**src/rtl/i2r_pkg.sv**
```systemverilog
// Package for the integer to Roman numeral converter.
// Holds the shared item type, the ASCII letter codes and the greedy step table.
// No dependencies.
package i2r_pkg;

  localparam int unsigned NumW   = 10;
  localparam int unsigned SymW   = 7;
  localparam int unsigned Steps  = 12;
  localparam int unsigned StepW  = 4;
  localparam logic [NumW-1:0] MaxValid = NumW'(999);

  localparam logic [SymW-1:0] ChNone = 7'h00;
  localparam logic [SymW-1:0] ChI    = 7'h49;
  localparam logic [SymW-1:0] ChV    = 7'h56;
  localparam logic [SymW-1:0] ChX    = 7'h58;
  localparam logic [SymW-1:0] ChL    = 7'h4C;
  localparam logic [SymW-1:0] ChC    = 7'h43;
  localparam logic [SymW-1:0] ChD    = 7'h44;
  localparam logic [SymW-1:0] ChM    = 7'h4D;

  // Classified request passed from front to back.
  typedef struct packed {
    logic            err;
    logic [NumW-1:0] value;
  } item_t;

  // Queue head as seen by the back end.
  typedef struct packed {
    logic  valid;
    item_t item;
  } head_t;

  // One greedy step: threshold, first letter, optional second letter.
  typedef struct packed {
    logic [NumW-1:0] value;
    logic [SymW-1:0] first;
    logic [SymW-1:0] second;
  } step_t;

  function automatic step_t step_lookup(input logic [StepW-1:0] idx);
    step_t s;
    unique case (idx)
      4'd0:    s = '{value: NumW'(900), first: ChC, second: ChM};
      4'd1:    s = '{value: NumW'(500), first: ChD, second: ChNone};
      4'd2:    s = '{value: NumW'(400), first: ChC, second: ChD};
      4'd3:    s = '{value: NumW'(100), first: ChC, second: ChNone};
      4'd4:    s = '{value: NumW'(90),  first: ChX, second: ChC};
      4'd5:    s = '{value: NumW'(50),  first: ChL, second: ChNone};
      4'd6:    s = '{value: NumW'(40),  first: ChX, second: ChL};
      4'd7:    s = '{value: NumW'(10),  first: ChX, second: ChNone};
      4'd8:    s = '{value: NumW'(9),   first: ChI, second: ChX};
      4'd9:    s = '{value: NumW'(5),   first: ChV, second: ChNone};
      4'd10:   s = '{value: NumW'(4),   first: ChI, second: ChV};
      4'd11:   s = '{value: NumW'(1),   first: ChI, second: ChNone};
      default: s = '{value: NumW'(1),   first: ChI, second: ChNone};
    endcase
    return s;
  endfunction

endpackage

```
**src/rtl/i2r_front.sv**
```systemverilog
// Front end of the Roman numeral converter: accepts numbers, flags
// out-of-range values and buffers them in a two-entry queue.
// Depends on i2r_pkg.
module i2r_front import i2r_pkg::*; (
  input  logic            clk_i,
  input  logic            rst_ni,
  input  logic            in_valid_i,
  output logic            in_stall_o,
  input  logic [NumW-1:0] number_i,
  output head_t           head_o,
  input  logic            pop_i
);

  item_t      mem_q [2];
  logic       wr_ptr_q, wr_ptr_d;
  logic       rd_ptr_q, rd_ptr_d;
  logic [1:0] count_q, count_d;
  logic       push;
  item_t      item_in;

  assign in_stall_o = (count_q == 2'd2);
  assign push       = in_valid_i && !in_stall_o;

  // zero or above 999 is an error request
  assign item_in.err   = (number_i == '0) || (number_i > MaxValid);
  assign item_in.value = number_i;

  assign head_o.valid = (count_q != 2'd0);
  assign head_o.item  = mem_q[rd_ptr_q];

  always_comb begin
    wr_ptr_d = push  ? ~wr_ptr_q : wr_ptr_q;
    rd_ptr_d = pop_i ? ~rd_ptr_q : rd_ptr_q;
    count_d  = count_q;
    if (push && !pop_i) begin
      count_d = count_q + 2'd1;
    end else if (!push && pop_i) begin
      count_d = count_q - 2'd1;
    end
  end

  always_ff @(posedge clk_i or negedge rst_ni) begin
    if (!rst_ni) begin
      wr_ptr_q <= 1'b0;
      rd_ptr_q <= 1'b0;
      count_q  <= 2'd0;
    end else begin
      wr_ptr_q <= wr_ptr_d;
      rd_ptr_q <= rd_ptr_d;
      count_q  <= count_d;
    end
  end

  always_ff @(posedge clk_i) begin
    if (push) begin
      mem_q[wr_ptr_q] <= item_in;
    end
  end

endmodule

```
**src/rtl/i2r_back.sv**
```systemverilog
// Back end of the Roman numeral converter: emits one letter per cycle while
// not stalled, by greedy subtraction into a registered output stage; an
// error number gives one out-of-range item. Depends on i2r_pkg.
module i2r_back import i2r_pkg::*; (
  input  logic            clk_i,
  input  logic            rst_ni,
  input  head_t           head_i,
  output logic            pop_o,
  output logic            out_valid_o,
  input  logic            out_stall_i,
  output logic [SymW-1:0] symbol_o,
  output logic            last_o,
  output logic            out_of_range_o
);

  logic            active_q, active_d;
  logic [NumW-1:0] rest_q, rest_d;
  logic [SymW-1:0] sec_q, sec_d;
  logic            out_valid_q, out_valid_d;
  logic [SymW-1:0] symbol_q, symbol_d;
  logic            last_q, last_d;
  logic            oor_q, oor_d;

  logic            emit;
  logic [NumW-1:0] src;
  logic [StepW-1:0] sel;
  step_t           step;
  logic [NumW-1:0] new_rest;

  assign emit  = (active_q || head_i.valid) && (!out_valid_q || !out_stall_i);
  assign pop_o = emit && !active_q;
  assign src   = active_q ? rest_q : head_i.item.value;

  // largest threshold not above the remaining value
  always_comb begin
    step_t cand;
    sel = StepW'(Steps - 1);
    for (int i = Steps - 1; i >= 0; i--) begin
      cand = step_lookup(StepW'(i));
      if (src >= cand.value) begin
        sel = StepW'(i);
      end
    end
  end

  assign step     = step_lookup(sel);
  assign new_rest = src - step.value;

  always_comb begin
    active_d    = active_q;
    rest_d      = rest_q;
    sec_d       = sec_q;
    out_valid_d = out_valid_q && out_stall_i;
    symbol_d    = symbol_q;
    last_d      = last_q;
    oor_d       = oor_q;
    if (emit) begin
      out_valid_d = 1'b1;
      oor_d       = 1'b0;
      if (active_q && sec_q != ChNone) begin
        // second letter of a subtractive pair; rest already reduced
        symbol_d = sec_q;
        last_d   = (rest_q == '0);
        sec_d    = ChNone;
        active_d = (rest_q != '0);
      end else if (!active_q && head_i.item.err) begin
        symbol_d = ChNone;
        last_d   = 1'b1;
        oor_d    = 1'b1;
        active_d = 1'b0;
      end else begin
        symbol_d = step.first;
        sec_d    = step.second;
        rest_d   = new_rest;
        last_d   = (step.second == ChNone) && (new_rest == '0);
        active_d = !last_d;
      end
    end
  end

  always_ff @(posedge clk_i or negedge rst_ni) begin
    if (!rst_ni) begin
      active_q    <= 1'b0;
      out_valid_q <= 1'b0;
      sec_q       <= ChNone;
    end else begin
      active_q    <= active_d;
      out_valid_q <= out_valid_d;
      sec_q       <= sec_d;
    end
  end

  always_ff @(posedge clk_i) begin
    rest_q   <= rest_d;
    symbol_q <= symbol_d;
    last_q   <= last_d;
    oor_q    <= oor_d;
  end

  assign out_valid_o    = out_valid_q;
  assign symbol_o       = symbol_q;
  assign last_o         = last_q;
  assign out_of_range_o = oor_q;

endmodule

```
**src/rtl/integer_to_roman_numeral.sv**
```systemverilog
// Integer to Roman numeral converter. Each request carries a 10-bit number;
// the block answers with its numeral as ASCII letters, most significant
// first, one letter per output request, with last set on the final letter.
// Numbers 0 and 1000..1023 give one output request with symbol 0, last 1
// and out_of_range 1. A valid number gives 1 to 12 letters, twelve for 888.
// The letter sequencer in the back end emits one character per cycle while
// the output is not stalled. A two-entry queue lets the front take new
// numbers while a run is emitted, and the back end pops the next number
// once it has emitted the previous run's last letter.
// Depends on i2r_pkg, i2r_front and i2r_back.
module integer_to_roman_numeral import i2r_pkg::*; (
  input  logic            clk_i,
  input  logic            rst_ni,
  input  logic            in_valid_i,
  output logic            in_stall_o,
  input  logic [NumW-1:0] number_i,
  output logic            out_valid_o,
  input  logic            out_stall_i,
  output logic [SymW-1:0] symbol_o,
  output logic            last_o,
  output logic            out_of_range_o
);

  head_t head;
  logic  pop;

  // front: classify and queue
  i2r_front u_front (
    .clk_i      (clk_i),
    .rst_ni     (rst_ni),
    .in_valid_i (in_valid_i),
    .in_stall_o (in_stall_o),
    .number_i   (number_i),
    .head_o     (head),
    .pop_i      (pop)
  );

  // back: one letter per cycle into the output register while not stalled
  i2r_back u_back (
    .clk_i          (clk_i),
    .rst_ni         (rst_ni),
    .head_i         (head),
    .pop_o          (pop),
    .out_valid_o    (out_valid_o),
    .out_stall_i    (out_stall_i),
    .symbol_o       (symbol_o),
    .last_o         (last_o),
    .out_of_range_o (out_of_range_o)
  );

  // error requests are always a single terminal item with no letter
  a_err_shape: assert property (@(posedge clk_i) disable iff (!rst_ni)
    out_valid_o && out_of_range_o |-> last_o && symbol_o == ChNone)
    else $error("error item malformed");

  // valid runs always carry a letter
  a_letter: assert property (@(posedge clk_i) disable iff (!rst_ni)
    out_valid_o && !out_of_range_o |-> symbol_o != ChNone)
    else $error("empty letter in run");

  // never pop an empty queue
  a_pop: assert property (@(posedge clk_i) disable iff (!rst_ni)
    pop |-> head.valid)
    else $error("pop from empty queue");

  // a non-last letter is always followed by more of the same run
  a_run: assert property (@(posedge clk_i) disable iff (!rst_ni)
    out_valid_o && !out_stall_i && !last_o |=> out_valid_o && !out_of_range_o)
    else $error("run broken");

endmodule
```
**config.mk**
```make
export PLATFORM = sky130hd
export DESIGN_NAME = integer_to_roman_numeral
export DESIGN_NICKNAME = d
export VERILOG_FILES = /design/src/rtl/i2r_pkg.sv /design/src/rtl/i2r_front.sv /design/src/rtl/i2r_back.sv /design/src/rtl/integer_to_roman_numeral.sv
export SDC_FILE = /design/constraint.sdc
export NUM_CORES = 1
export LEC_CHECK = 0
export BUFFER_PORTS_ARGS = -buffer_cell sky130_fd_sc_hd__buf_4
export CELL_PAD_IN_SITES_DETAIL_PLACEMENT = 0
export CELL_PAD_IN_SITES_GLOBAL_PLACEMENT = 1
export CORE_MARGIN = 2
export CORE_UTILIZATION = 45
export CTS_BUF_LIST = sky130_fd_sc_hd__clkbuf_16
export CTS_CLUSTER_DIAMETER = 120
export DETAILED_ROUTE_END_ITERATION = 12
export HOLD_SLACK_MARGIN = 0.15
export PLACE_DENSITY = 0.8
export SETUP_SLACK_MARGIN = 0.1
export SYNTH_ARGS = -nofsm -noshare
export SYNTH_HDL_FRONTEND = slang
export SYNTH_SLANG_ARGS = --single-unit
```
**constraint.sdc**
```tcl
create_clock -name clk_i -period 6.5 [get_ports clk_i]
set_input_delay 0 -clock clk_i [delete_from_list [all_inputs] [get_ports clk_i]]
set_output_delay 0 -clock clk_i [all_outputs]
set_load 0.005 [all_outputs]
```
After elaboration in Yosys (flattened, before gate mapping)
Memories as Yosys holds them, arrays and structs flattened. Index checks and enable logic that the tools add are counted.

Bits in registers: 32. RAM bits: 22. ROM bits: 336. Output and inout port bits: 11. Word-level logic and storage cells: 88. Memories: 2.

Add/sub/neg operators: 3. Magnitude comparators: 12. Eq/ne operators: 2. Mux-type cells: 26. Bitwise logic cells: 4. Reductions and logical operators: 29.

Memories: (no name shown) (words 16, width 21, read ports 1, clocked after memory_dff 0, wr ports 0, line i2r_pkg.sv:42) `unique case (idx)`; u_front.mem_q (words 2, width 11, read ports 1, clocked after memory_dff 0, wr ports 1, line i2r_front.sv:14) `item_t mem_q [2];`.

Operators with widths (number): 2-to-1 mux 4 bit (10); logical NOT 10 bit (3); 2-to-1 mux 7 bit (4); >= comparator 10 x 3 -> 1 bit, second input constant (2); >= comparator 10 x 4 -> 1 bit, second input constant (2); >= comparator 10 x 6 -> 1 bit, second input constant (2); >= comparator 10 x 7 -> 1 bit, second input constant (2); >= comparator 10 x 9 -> 1 bit, second input constant (2); >= comparator 10 bit, second input constant (1); > comparator 10 bit, second input constant (1); 2-to-1 mux 10 bit (1); nonzero test 10 bit (1); subtractor 10 bit (1); logical AND 1 bit (9); 2-to-1 mux 1 bit (9); logical NOT 1 bit (7); logical NOT 7 bit (1); nonzero test 7 bit (1); 2-to-1 mux 2 bit (2); NOT 1 bit (4); nonzero test 2 bit (2); logical OR 1 bit (3); AND reduction 3 bit (1); adder 2 x 1 -> 2 bit, second input constant (1); other kinds (4) (4).

Longest topological paths before layout
Gate-level depths: netlist (run 1). An unclocked memory read counts as a cell.

Depth in word-level cells: 21. Mapped depth: 20. Mapped depth without buffers: 19.

By module
A second synthesis (run 1) with hierarchy kept.

Cells, all modules: 298. Area, all modules: 3324.4 µm².

By module, submodules not included: i2r_back (instances 1, cells each 238, area an instance 2249.7 µm²); i2r_front (instances 1, cells each 60, area an instance 1074.8 µm²).

Worst setup path after synthesis (run 1)
No wires, ideal clock.

Path kind: register -> register. From: reg u_front.rd_ptr_q. To: reg u_back.last_q (netlist: u_back.last_o), data pin. Arrival: 4.409 ns. Data required time: 6.353 ns. Setup slack: 1.944 ns. Cell stages (with the launch flop): 19. Path buffers: 1. Path through: dfrtp_1 -> buf_6 -> mux2i_1 -> o21a_2 -> inv_2 -> or3_4 -> o221ai_1 -> nand2_1 -> and2_1 -> ha_1 -> or3_1 -> fa_1 -> a21o_1 -> a221o_1 -> o41ai_1 -> xnor2_1 -> o21bai_1 -> a2111oi_2 -> o2bb2ai_1.

Longest elaborated chain between the ends: 20. Elaborated cells on any way between the ends: 32. Those cells by class: add/sub (1); order compare (11); mux (14); reduce/logical (4); memory (2).

RTL lines: start, declared (line i2r_front.sv:16) `logic rd_ptr_q, rd_ptr_d;`; start signal, assigned (line i2r_front.sv:49) `rd_ptr_q <= rd_ptr_d;`; memory read (2 x 11 bit) (*); 2-to-1 mux 10 bit (*) (line i2r_back.sv:32) `assign src = active_q ? rest_q : head_i.item.value;`; >= comparator 10 x 3 -> 1 bit (line i2r_back.sv:40) `if (src >= cand.value) begin`; 2-to-1 mux 1 bit (line i2r_back.sv:40); 2-to-1 mux 4 bit (10 in a row) (line i2r_back.sv:40); memory read (16 x 21 bit); subtractor 10 bit (*) (line i2r_back.sv:47) `assign new_rest = src - step.value;`; named net u_back.new_rest[8] (line i2r_back.sv:28) `logic [NumW-1:0] new_rest;`; logical NOT 10 bit (*) (line i2r_back.sv:75) `last_d = (step.second == ChNone) && (new_rest == '0);`; logical AND 1 bit (*) (line i2r_back.sv:75); 2-to-1 mux 1 bit (*) (line i2r_back.sv:66) `end else if (!active_q && head_i.item.err) begin`; 2-to-1 mux 1 bit (*) (line i2r_back.sv:60) `if (active_q && sec_q != ChNone) begin`; end signal, assigned (line i2r_back.sv:96) `last_q <= last_d;`; end, declared (line i2r_back.sv:21) `logic last_q, last_d;`.

Mark *: on every way through the listed nets, which the timed path passes. The rest lies on a longest branch. A chain may end at the register's enable or synchronous reset.

Final worst setup path (run 1)
From: reg u_back.active_q. To: reg u_back.last_q (netlist: u_back.last_o), data pin.

Longest elaborated chain between the ends: 19. Elaborated cells on any way between the ends: 33. Those cells by class: add/sub (1); order compare (11); mux (14); reduce/logical (6); memory (1).

RTL lines: start, declared (line i2r_back.sv:16) `logic active_q, active_d;`; start signal, assigned (line i2r_back.sv:87) `active_q <= active_d;`; 2-to-1 mux 10 bit (*) (line i2r_back.sv:32); >= comparator 10 x 3 -> 1 bit (line i2r_back.sv:40); 2-to-1 mux 1 bit (line i2r_back.sv:40); 2-to-1 mux 4 bit (10 in a row) (line i2r_back.sv:40); memory read (16 x 21 bit); subtractor 10 bit (*) (line i2r_back.sv:47); named net u_back.new_rest[8] (line i2r_back.sv:28); logical NOT 10 bit (*) (line i2r_back.sv:75); logical AND 1 bit (*) (line i2r_back.sv:75); 2-to-1 mux 1 bit (*) (line i2r_back.sv:66); 2-to-1 mux 1 bit (*) (line i2r_back.sv:60).

Marked as above.

==> results of run 1 <==
## area by class of cell
| class | instances | area, sq um |
|---|---|---|
| Fill cell | 577 | 2870 |
| Sequential cell | 52 | 1500 |
| Multi-Input combinational cell | 200 | 1450 |
| Timing Repair Buffer | 38 | 320 |
| Clock buffer | 5 | 125 |
| Tap cell | 77 | 96.3 |
| Inverter | 9 | 33.8 |
| Clock inverter | 3 | 27.5 |
## stage by stage
step,setup WS [ns],std cells
after global routing,0.519,384
after floorplan,1.94,271
after global placement,1.12,362
final,0.999,384
after CTS,1.03,384
after detailed placement,1.04,362
## layer usage
layer | track usage (%) | up-vias
met5 | 0 | -
li1 | - | 1098
met3 | 2.60 | 2
met2 | 29.2 | 64
met1 | 26.0 | 1043
met4 | 3.90 | 0
## worst paths after layout
path	from	end	slack [ns]
setup reg to reg	u_back.active_q	u_back.last_o	1.0
setup / recovery	u_back.active_q	u_back.last_o	1.0
hold reg to reg	u_front.wr_ptr_q	u_front.wr_ptr_q	0.51
min in group asynchronous	rst_ni	u_front.count_q[1]	0.77
hold / removal	number_i[1]	u_front.mem_q[1][1]	0.45
max in group asynchronous	rst_ni	u_back.sec_q[2]	5.36
## flip-flops by register name, indices dropped and copies added (netlist names)
name / count
u_front.mem_q: 22
u_back.rest_q: 10
u_back.sec_q: 6
u_back.symbol_o: 6
u_front.count_q: 2
u_back.active_q: 1
u_back.last_o: 1
u_back.out_of_range_o: 1
u_back.out_valid_o: 1
u_front.rd_ptr_q: 1
u_front.wr_ptr_q: 1
## logic make-up after synthesis
kind of cell / share of synthesized area [%]
adders and majority gates: 6.85
DFF: 49.5
buffers and inverters: 2.89
xor gates and xnor gates: 3.75
AOI/OAI and AO/OA: 16.0
muxes: 5.20
and+or+nand+nor: 15.7
other: 0.124
## cells in the final DEF (no fill, tap or decap), types with 6 or more instances in the layout
cell | synthesis | final
sky130_fd_sc_hd__buf_4 | 1 | 24
sky130_fd_sc_hd__and3_1 | 7 | 7
sky130_fd_sc_hd__nand2_1 | 24 | 24
sky130_fd_sc_hd__nor2_1 | 18 | 18
sky130_fd_sc_hd__xnor2_1 | 8 | 8
sky130_fd_sc_hd__ha_1 | 15 | 15
sky130_fd_sc_hd__dfrtp_1 | 12 | 12
sky130_fd_sc_hd__inv_1 | 7 | 7
sky130_fd_sc_hd__o21ai_0 | 8 | 8
sky130_fd_sc_hd__edfxtp_1 | 40 | 40
sky130_fd_sc_hd__a21oi_1 | 6 | 6
sky130_fd_sc_hd__nor3_1 | 7 | 7
sky130_fd_sc_hd__mux2i_1 | 12 | 12
sky130_fd_sc_hd__dlygate4sd3_1 | 0 | 14
## what timing repair did
| item | 4_1_cts | 5_1_grt |
|---|---|---|
| hold buffers | 14 | 0 |
| gates resized for setup | 0 | 0 |
| buffers inserted | 0 | 0 |
| hold endpoints to repair | 34 | 0 |
==> metrics.md, run 1 <==
| Metric | Value |
|---|---|
| Result of the run | finished, final reports clean |
| Clk_lat worst skew | between 0.2 and 0.3 ns |
| Transition at the pin with the smallest max-transition slack | 0.982 ns |
| Pin count of the biggest net entering global routing | 30 |
| Critical path data arrival time | 5.64 ns |
| Estimated wirelength of the detail-placed design | 4880 um |
| Number of nets in the synthesized netlist | 301 |
| Total of endpoints with negative setup slack in the final report | 0 |
| Kind of cell with the highest combined delay on the critical path | compound AO/OA/AOI/OAI gates |
| Wire length of the first global-routing pass | 10400 um |
| Synth-to-layout area growth | 17.0% |
| Flip-flop cell with the highest count after synthesis | sky130_fd_sc_hd__edfxtp_1 |
| Synth top cells by count | sky130_fd_sc_hd__edfxtp_1 (40), sky130_fd_sc_hd__nand2_1 (24), sky130_fd_sc_hd__nor2_1 (18), sky130_fd_sc_hd__ha_1 (15) |
| Maximum clock frequency | ~180 MHz |
| Top metal layer carrying routed signals | met4 |
| Most instantiated library cell after synthesis | sky130_fd_sc_hd__edfxtp_1 |
| Die Ht | 86.1 um |
| Count of routing violations after the opening detailed-route iteration | around 170 |
| Area of all placed cells without fillers | ~0.0035 sq mm |
| Delay of the slowest cell on the worst path | between 0.8 and 0.9 ns |
| Cell count along the critical path | 14 |
| Number of synthesized flops with an enable pin | 40 |
| Cell Area, Synth | ~0.0030 sq mm |
| Die X-Extent | 86.1 um |
| Diodes inserted | 0 |
| Pins over their slew limit | 0 |
| Ys Warns | 0 |
| IO Count | 25 |
| Routed wire length on met3 | between 300 and 400 um |
| Setup repair after global routing missed its margin | false |
| Critical path start-end classification | reg -> reg |
| Proportion of synthesized flip-flops having asynchronous set or reset | 23.1% |
| Core Footprint | 0.00642 sq mm |
| Number of global-route vias before repair | about 2100 |
| Post-DR wirelength/cell | about 17 um |
| Placement-stage cell area | roughly 0.0033 sq mm |
| Drt pass-1 iters | 5 |
| Crit. End Element | flip-flop |
| Post-synthesis cell type count | 64 |
| Crit-path slowest cell | sky130_fd_sc_hd__dfrtp_1 |
| CTS buffer count | 5 |
| Normalized max-slew margin | 34.3% |
| Grt total ovfl | 0 |
| Crit-path cells | o21ai_1, o311ai_1, and2_0, a221oi_1, ha_1, or3_1, fa_1, a21o_1, a221o_1, o41ai_1, xnor2_1, o21bai_1, a2111oi_2, o2bb2ai_1 |
| Detailed-route DRC error count | 0 |
| Number of H-tree levels | 2 |
| Number of cell rows | 29 |
| Number of max-capacitance violations reported | 0 |
| Post-route fraction of the period consumed by the critical path | ~85% |
| Worst Hold Path Cells | 2 |
| Initial antenna violation count | 0 |
| Final TNS setup | 0 ns |
| Proportion of netlist area held by the largest area contributor | roughly two fifths |
| Flip-flop and latch count after synthesis | 52 |
| Clock-pin slew on the worst setup and hold paths | ~0.07 ns |
| Total Nets Final | about 340 |
| Post-synthesis cell count | roughly 270 |
| Worst path bufs/invs | 0 |
| Crit-path max FO | 29 |
| Min Tclk post-route | 5.50 ns |
| Root buffer cell | sky130_fd_sc_hd__clkbuf_16 |
| Clock skew | ~0.0033 ns |
| Die footprint | ~0.0074 sq mm |
| Remaining antenna violation count after routing | 0 |
| Mean post-synth cell area | between 10 and 15 sq um |
| Worst hold slack | 0.447 ns |
| Total Routing Usage GR | between 15 and 20% |
| Layout cells sized above 1 | between 10 and 15% |
| Met1 wire length | between 3000 and 4000 um |
| Via Count | 2207 |
| Via density | between 5 and 6 |
| Most area-consuming cells after synthesis | sky130_fd_sc_hd__edfxtp_1 (40%), sky130_fd_sc_hd__dfrtp_1 (9.9%), sky130_fd_sc_hd__ha_1 (6.2%), sky130_fd_sc_hd__mux2i_1 (4.0%), sky130_fd_sc_hd__nand2_1 (3.0%) |
| Biggest area consumer among synthesized cells | sky130_fd_sc_hd__edfxtp_1 |
| Placer's final routability congestion estimate | about 0.86 |
| Fraction of the core area covered by cells at the end of the flow | between 50% and 60% |
| TritonCTS clock tree | yes |
| Number of hold-slack violations in the final timing report | 0 |
| Required time reported for the critical path endpoint | roughly 6.6 ns |
| Launching element type of the critical path | flip-flop |
| R2r worst-path depth | 14 |
| Number of port buffers | 23 |
| Path class of the lowest-slack min-delay path | in -> reg |
| Aggregate routed wire length | around 6400 um |
| Clock sinks | 52 |
| Max clock buf depth | 2 |
| Sequential cell area fraction in the yosys report | between 40% and 50% |
| DR WL met2 | 2990 um |
| Starting density of the core | 47.2% |
Power of run 1 is not shown: default switching activity piles up to over one toggle a cycle in this logic, so the estimate is an artifact.
==> run 2, diff against run 1 <==
==> constraint.sdc (replaced) <==
create_clock -name clk_i -period 5.7 [get_ports clk_i]
set_input_delay 0 -clock clk_i [delete_from_list [all_inputs] [get_ports clk_i]]
set_output_delay 0 -clock clk_i [all_outputs]
set_load 0.005 [all_outputs]
==> run 2 against run 1 <==
Sequential cell count did not move. Critical path depth rose by 3. Global-route usage up 1.4 points. Fmax up 5.5%. Clock skew increased by 0.0012 ns. Worst hold slack better by 0.0044 ns. Final area up 1.6%. Core utilization is 0.88 points higher. Largest cell class unchanged. Highest routed layer unchanged.
==> metrics.md, run 2 (synthesis gave the netlist of run 1 again) <==
| Metric | Value |
|---|---|
| Required time reported for the critical path endpoint | 5.84 ns |
| Number of max-capacitance violations reported | 0 |
| Number of cell rows | 29 |
| Pins over their slew limit | 0 |
| Diodes inserted | 0 |
| Die footprint | about 0.0074 sq mm |
| Post-route fraction of the period consumed by the critical path | between 90% and 100% |
| Crit. End Element | flip-flop |
| Normalized max-slew margin | 36.5% |
| Die X-Extent | ~86 um |
| Layout cells sized above 1 | between 15 and 20% |
| Max reg flops | 22 |
| Number of hold-slack violations in the final timing report | 0 |
| Crit-path slowest cell | sky130_fd_sc_hd__or3_1 |
| Setup repair after global routing missed its margin | false |
| Clock sinks | 52 |
| Min Tclk post-route | ~5.2 ns |
| Crit-path cells | clkbuf_4, mux2i_1, o21ai_1, or3_1, nor4b_2, a211oi_1, and2_1, ha_1, or3_1, fa_1, a21o_1, a221o_1, o41ai_2, xnor2_1, o21bai_1, a2111oi_2, o2bb2ai_1 |
| Total Routing Usage GR | roughly a fifth |
| Aggregate routed wire length | between 6000 and 7000 um |
| Final TNS setup | 0 ns |
| Total Nets Final | 340 |
| Number of H-tree levels | 2 |
| Via density | between 5 and 6 |
| Estimated wirelength of the detail-placed design | roughly 5000 um |
| Initial antenna violation count | 0 |
| Top register by number of flip-flops | u_front.mem_q |
| CTS buffer count | 5 |
| TritonCTS clock tree | yes |
| Clock skew | between 0.004 and 0.005 ns |
| Pin count of the biggest net entering global routing | 21 |
| Critical path start-end classification | reg -> reg |
| Via Count | approximately 2200 |
| Remaining antenna violation count after routing | 0 |
| Leading cell types in the layout, fill and taps excluded | sky130_fd_sc_hd__edfxtp_1 (40), sky130_fd_sc_hd__buf_4 (27), sky130_fd_sc_hd__nand2_1 (24) |
| Die Ht | 86.1 um |
| Max clock buf depth | 2 |
| Transition at the pin with the smallest max-transition slack | between 0.9 and 1 ns |
| Placer's final routability congestion estimate | between 0.8 and 0.9 |
| Root buffer cell | sky130_fd_sc_hd__clkbuf_16 |
| Detailed-route DRC error count | 0 |
| Crit-path max FO | 7 |
| Grt total ovfl | 0 |
| Launching element type of the critical path | flip-flop |
| Drt pass-1 iters | 5 |
| Starting density of the core | between 40% and 50% |
| Number of port buffers | 23 |
| Critical path data arrival time | roughly 5.4 ns |
| Post-DR wirelength/cell | roughly 18 um |
| Clock-pin slew on the worst setup and hold paths | about 0.07 ns |
| Maximum clock frequency | 192 MHz |
| Cell mode on critical path | sky130_fd_sc_hd__or3_1 |
| IO Count | 25 |
| Total of endpoints with negative setup slack in the final report | 0 |
| Count of fill cells added during filler insertion | 561 |
| Synth-to-layout area growth | 18.8% |
| Count of routing violations after the opening detailed-route iteration | 201 |
| Number of global-route vias before repair | approximately 2200 |
| Registers with the highest flip-flop counts | u_front.mem_q (22), u_back.rest_q (10) |
| Wire length of the first global-routing pass | 11100 um |
| Clk_lat worst skew | approximately 0.29 ns |
| Core Footprint | 0.00642 sq mm |
| Result of the run | finished, final reports clean |
| Leading cell type in the layout, fill and taps excluded | sky130_fd_sc_hd__edfxtp_1 |
| Path class of the lowest-slack min-delay path | in -> reg |
| Delay of the slowest cell on the worst path | 0.49 ns |
run 2: per-layer routing:
layer / GRT usage (%) / vias to the layer above / routed length, um
met5: 0 / - / 0
met4: 5.05 / 0 / 67
met3: 2.60 / 4 / 272
met2: 31.1 / 52 / 3180
met1: 28.0 / 1056 / 3280
li1: - / 1102 / -
run 2: stage by stage:
step / worst slack, ns / hold WS, ns / area (sq um) / util [%] / std cells
5_1_grt: 0.130 / 0.450 / 3610 / 56.1 / 388
2_1_floorplan: 1.14 / -0.296 / 3030 / - / 271
3_5_place_dp: 0.118 / -0.149 / 3280 / 51.1 / 365
3_3_place_gp: 0.248 / -0.148 / 3280 / 51.1 / 365
6_report: 0.485 / 0.451 / 3610 / 56.1 / 388
4_1_cts: 0.269 / 0.444 / 3570 / 55.6 / 387
run 2: worst paths after layout:
path | slack, ns | startpoint | endpoint | cells past startpoint
worst min register to register | 0.51 | u_front.wr_ptr_q | u_front.wr_ptr_q | 1
max in group asynchronous | 4.53 | rst_ni | u_back.active_q | 3
worst max register to register | 0.49 | u_front.rd_ptr_q | u_back.last_o | 17
worst min-delay path | 0.45 | number_i[4] | u_front.mem_q[1][4] | 2
min in group asynchronous | 0.77 | rst_ni | u_back.sec_q[0] | 3
worst max-delay path | 0.49 | u_front.rd_ptr_q | u_back.last_o | 17
run 2: layout make-up:
class                      count  area [sq um]  area share (%)
sequential                    52          1500            41.7
multi-input combinational    200          1480            40.9
timing repair buffer          42           350            9.72
clock buffer                   5           125            3.47
tap                           77          96.3            2.67
inverter                       9          33.8           0.937
clock inverter                 3          21.3           0.590
run 2: worst max-delay path, delay by kind of cell, from the launching register on:
kind / cells / cell delay (ns)
AO/OA/AOI/OAI: 8 / 1.77
XOR/XNOR: 1 / 0.14
adder cells (fa/ha/maj): 2 / 0.74
buffers and inverters: 1 / 0.24
flip-flops: 1 / 0.47
multiplexers: 1 / 0.22
AND/OR/NAND/NOR: 4 / 1.50
run 2: what timing repair did:
| action | 4_1_cts | 5_1_grt |
|---|---|---|
| hold buffers | 14 | 0 |
| setup buffers | 0 | 1 |
| endpoints found under the setup margin | 1 | 2 |
| endpoints found under the hold margin | 34 | 0 |
| resized for setup | 2 | 5 |
| pin swaps | 0 | 0 |
Power of run 2 is left out for the same reason.
==> run 3, diff against run 2 <==
--- a/config.mk
+++ b/config.mk
@@ -5,6 +5,7 @@
 export SDC_FILE = /design/constraint.sdc
 export NUM_CORES = 1
 export LEC_CHECK = 0
+export ABC_AREA = 1
 export BUFFER_PORTS_ARGS = -buffer_cell sky130_fd_sc_hd__buf_4
 export CELL_PAD_IN_SITES_DETAIL_PLACEMENT = 0
 export CELL_PAD_IN_SITES_GLOBAL_PLACEMENT = 1
@@ -14,7 +15,7 @@
 export CTS_CLUSTER_DIAMETER = 120
 export DETAILED_ROUTE_END_ITERATION = 12
 export HOLD_SLACK_MARGIN = 0.15
-export PLACE_DENSITY = 0.8
+export PLACE_DENSITY = 0.83
 export SETUP_SLACK_MARGIN = 0.1
 export SYNTH_ARGS = -nofsm -noshare
 export SYNTH_HDL_FRONTEND = slang
==> run 3 against run 2 <==
Register-to-register slack gained 0.26 ns. Cell count increased by 26%. First-iteration DRC count decreased by 42%. Die area up 3.6%. Clock-buffer cell count rose by 1. Critical path type unchanged. Critical endpoint unchanged.
==> metrics.md, run 3 <==
| Metric | Value |
|---|---|
| Required time reported for the critical path endpoint | approximately 5.8 ns |
| Post-DR wirelength/cell | 13.8 um |
| Wire length of the first global-routing pass | approximately 12000 um |
| Post-route fraction of the period consumed by the critical path | between 80% and 90% |
| Starting density of the core | 46.4% |
| Die Ht | ~88 um |
| Synth-to-layout area growth | 16.8% |
| Via Count | approximately 2400 |
| Detailed-route DRC error count | 0 |
| Root buffer cell | sky130_fd_sc_hd__clkbuf_16 |
| Core Footprint | between 0.006 and 0.007 sq mm |
| Clock sinks | 52 |
| Crit-path max FO | 12 |
| Post-synthesis cell count | ~350 |
| Synth top cells by count | sky130_fd_sc_hd__nand2_1 (76), sky130_fd_sc_hd__inv_1 (48), sky130_fd_sc_hd__edfxtp_1 (40), sky130_fd_sc_hd__nand3_1 (26), sky130_fd_sc_hd__nor2_1 (20) |
| Total Routing Usage GR | approximately a fifth |
| Total Nets Final | about 420 |
| Registers with the highest flip-flop counts | u_front.mem_q (22), u_back.rest_q (10) |
| Setup repair after global routing missed its margin | false |
| Estimated wirelength of the detail-placed design | about 5200 um |
| Cell mode on critical path | sky130_fd_sc_hd__nand2_1 |
| Final TNS setup | 0 ns |
| Number of max-capacitance violations reported | 0 |
| Top register by number of flip-flops | u_front.mem_q |
| Initial antenna violation count | 0 |
| Post-synthesis cell type count | 43 |
| Count of routing violations after the opening detailed-route iteration | ~120 |
| Ys Warns | 0 |
| Buffer count from post-CTS setup fixing | 0 |
| Count of cells resized by post-cts repair | 0 |
| Via density | about 5 |
| Aggregate routed wire length | 6760 um |
| Sequential cell area fraction in the yosys report | 47.7% |
| Final worst-path setup slack | 0.746 ns |
| Delay of the slowest cell on the worst path | around 0.6 ns |
| Number of global-route vias before repair | 2456 |
| Count of fill cells added during filler insertion | 627 |
| Clock-pin slew on the worst setup and hold paths | 0.06 ns |
| Drt pass-1 iters | 4 |
| Result of the run | finished, final reports clean |
| Final cell count without fillers | just under 500 |
| Number of cell rows | 30 |
| Cell Area, Synth | 0.00315 sq mm |
| Placed insts | roughly 470 |
| Proportion of synthesized flip-flops having asynchronous set or reset | 23.1% |
| Critical path start-end classification | reg -> reg |
| Placement-stage cell area | approximately 0.0034 sq mm |
| Flip-flop cell with the highest count after synthesis | sky130_fd_sc_hd__edfxtp_1 |
| Leading cell type in the layout, fill and taps excluded | sky130_fd_sc_hd__nand2_1 |
| Launching element type of the critical path | flip-flop |
| Area of all placed cells without fillers | between 0.003 and 0.004 sq mm |
| IO Count | 25 |
| Number of hold-slack violations in the final timing report | 0 |
| Diodes inserted | 0 |
| Proportion of netlist area held by the largest area contributor | between 30% and 40% |
| Max clock buf depth | 2 |
| Number of port buffers | 23 |
| Critical path data arrival time | ~5.0 ns |
| Clk_lat worst skew | about 0.29 ns |
| Transition at the pin with the smallest max-transition slack | ~1.2 ns |
| Count of hold-fix buffers inserted at cts | 13 |
| Mean post-synth cell area | between 8 and 9 sq um |
| Placer's final routability congestion estimate | 0.853 |
| Die footprint | roughly 0.0077 sq mm |
| Maximum clock frequency | between 200 and 250 MHz |
| Layout cells sized above 1 | between 15 and 20% |
| TritonCTS clock tree | yes |
| Max reg flops | 22 |
| Normalized max-slew margin | 21.3% |
| Setup WS pre-CTS | about 0.74 ns |
| CTS buffer count | 5 |
| Number of H-tree levels | 2 |
| Most area-consuming cells after synthesis | sky130_fd_sc_hd__edfxtp_1 (38%), sky130_fd_sc_hd__dfrtp_1 (9.5%), sky130_fd_sc_hd__nand2_1 (9.1%), sky130_fd_sc_hd__ha_1 (6.0%), sky130_fd_sc_hd__inv_1 (5.7%) |
| Biggest area consumer among synthesized cells | sky130_fd_sc_hd__edfxtp_1 |
| Grt total ovfl | 0 |
| Most instantiated library cell after synthesis | sky130_fd_sc_hd__nand2_1 |
| Die X-Extent | 87.7 um |
| Crit. End Element | flip-flop |
| Total of endpoints with negative setup slack in the final report | 0 |
| Leading cell types in the layout, fill and taps excluded | sky130_fd_sc_hd__nand2_1 (76), sky130_fd_sc_hd__inv_1 (50), sky130_fd_sc_hd__edfxtp_1 (40) |
| Flip-flop and latch count after synthesis | 52 |
| Clock skew | about 0.0084 ns |
| Crit-path slowest cell | sky130_fd_sc_hd__dfrtp_1 |
| Remaining antenna violation count after routing | 0 |
| Number of nets in the synthesized netlist | 384 |
| Pins over their slew limit | 0 |
| Min Tclk post-route | a little under 5 ns |
| Path class of the lowest-slack min-delay path | in -> reg |
| Pin count of the biggest net entering global routing | 26 |
| Number of synthesized flops with an enable pin | 40 |
## run 3: cell count changes after synthesis, sizes merged, moves of 5 or more
| cell | change |
|---|---|
| and2 | -5 |
| o21a | -5 |
| or3 | -5 |
| and3 | -7 |
| xnor2 | -6 |
| mux2i | -12 |
| nand3 | +23 |
| nand2b | -5 |
| o22ai | +7 |
| inv | +48 |
| nand2 | +67 |
| or2 | +8 |
| o21ai | +7 |
## run 3: per-layer routing
metal	vias up	GRT usage (%)	wire length, um
li1	1254	-	-
met1	1137	25.2	3140
met2	48	34.4	3330
met3	6	3.39	215
met4	0	3.92	68
met5	-	0	0
## run 3: worst max-delay path, delay by kind of cell, from the launching register on
kind	cells	cell delay, ns
xor gates and xnor gates	1	0.21
and+or+nand+nor	23	1.90
DFF	1	0.59
AOI/OAI and AO/OA	4	0.80
adders and majority gates	2	0.66
buffers and inverters	6	0.54
## run 3: cell families after synthesis
logic type	count (synthesis)	share of synthesized area, %
simple gates	163	24.9
xor+xnor	10	2.78
flops	52	47.7
other cells	1	0.119
compound gates	48	9.17
buf+inv	64	8.78
fa+ha+maj	16	6.59
## run 3: final cells by class
cell class / instances / area (sq um) / share of cell area, %
clock buffers: 6 / 150 / 4.08
multi-input cells: 238 / 1370 / 37.3
flip-flops and latches: 52 / 1500 / 40.8
repair buffers: 37 / 310 / 8.43
well taps: 96 / 120 / 3.26
inverters: 58 / 219 / 5.95
clock inverters: 2 / 7.51 / 0.204
## run 3: worst paths after layout
kind	startpoint	endpoint	slack, ns	depth (start not counted)
min in group asynchronous	rst_ni	u_front.count_q[0]	0.78	3
min reg2reg	u_back.out_valid_o	u_back.out_valid_o	0.52	2
max in group asynchronous	rst_ni	u_back.active_q	4.57	3
min	in_valid_i	u_front.wr_ptr_q	0.18	5
max reg2reg	u_front.rd_ptr_q	u_back.last_o	0.75	36
max	u_front.rd_ptr_q	u_back.last_o	0.75	36
## run 3: metrics by stage
step / utilization, % / hold slack [ns]
2_1_floorplan: - / -0.296
3_3_place_gp: 49.9 / -0.150
3_5_place_dp: 49.9 / -0.149
4_1_cts: 54.2 / 0.179
5_1_grt: 54.2 / 0.264
6_report: 54.2 / 0.182
Power of run 3 is left out for the same reason.
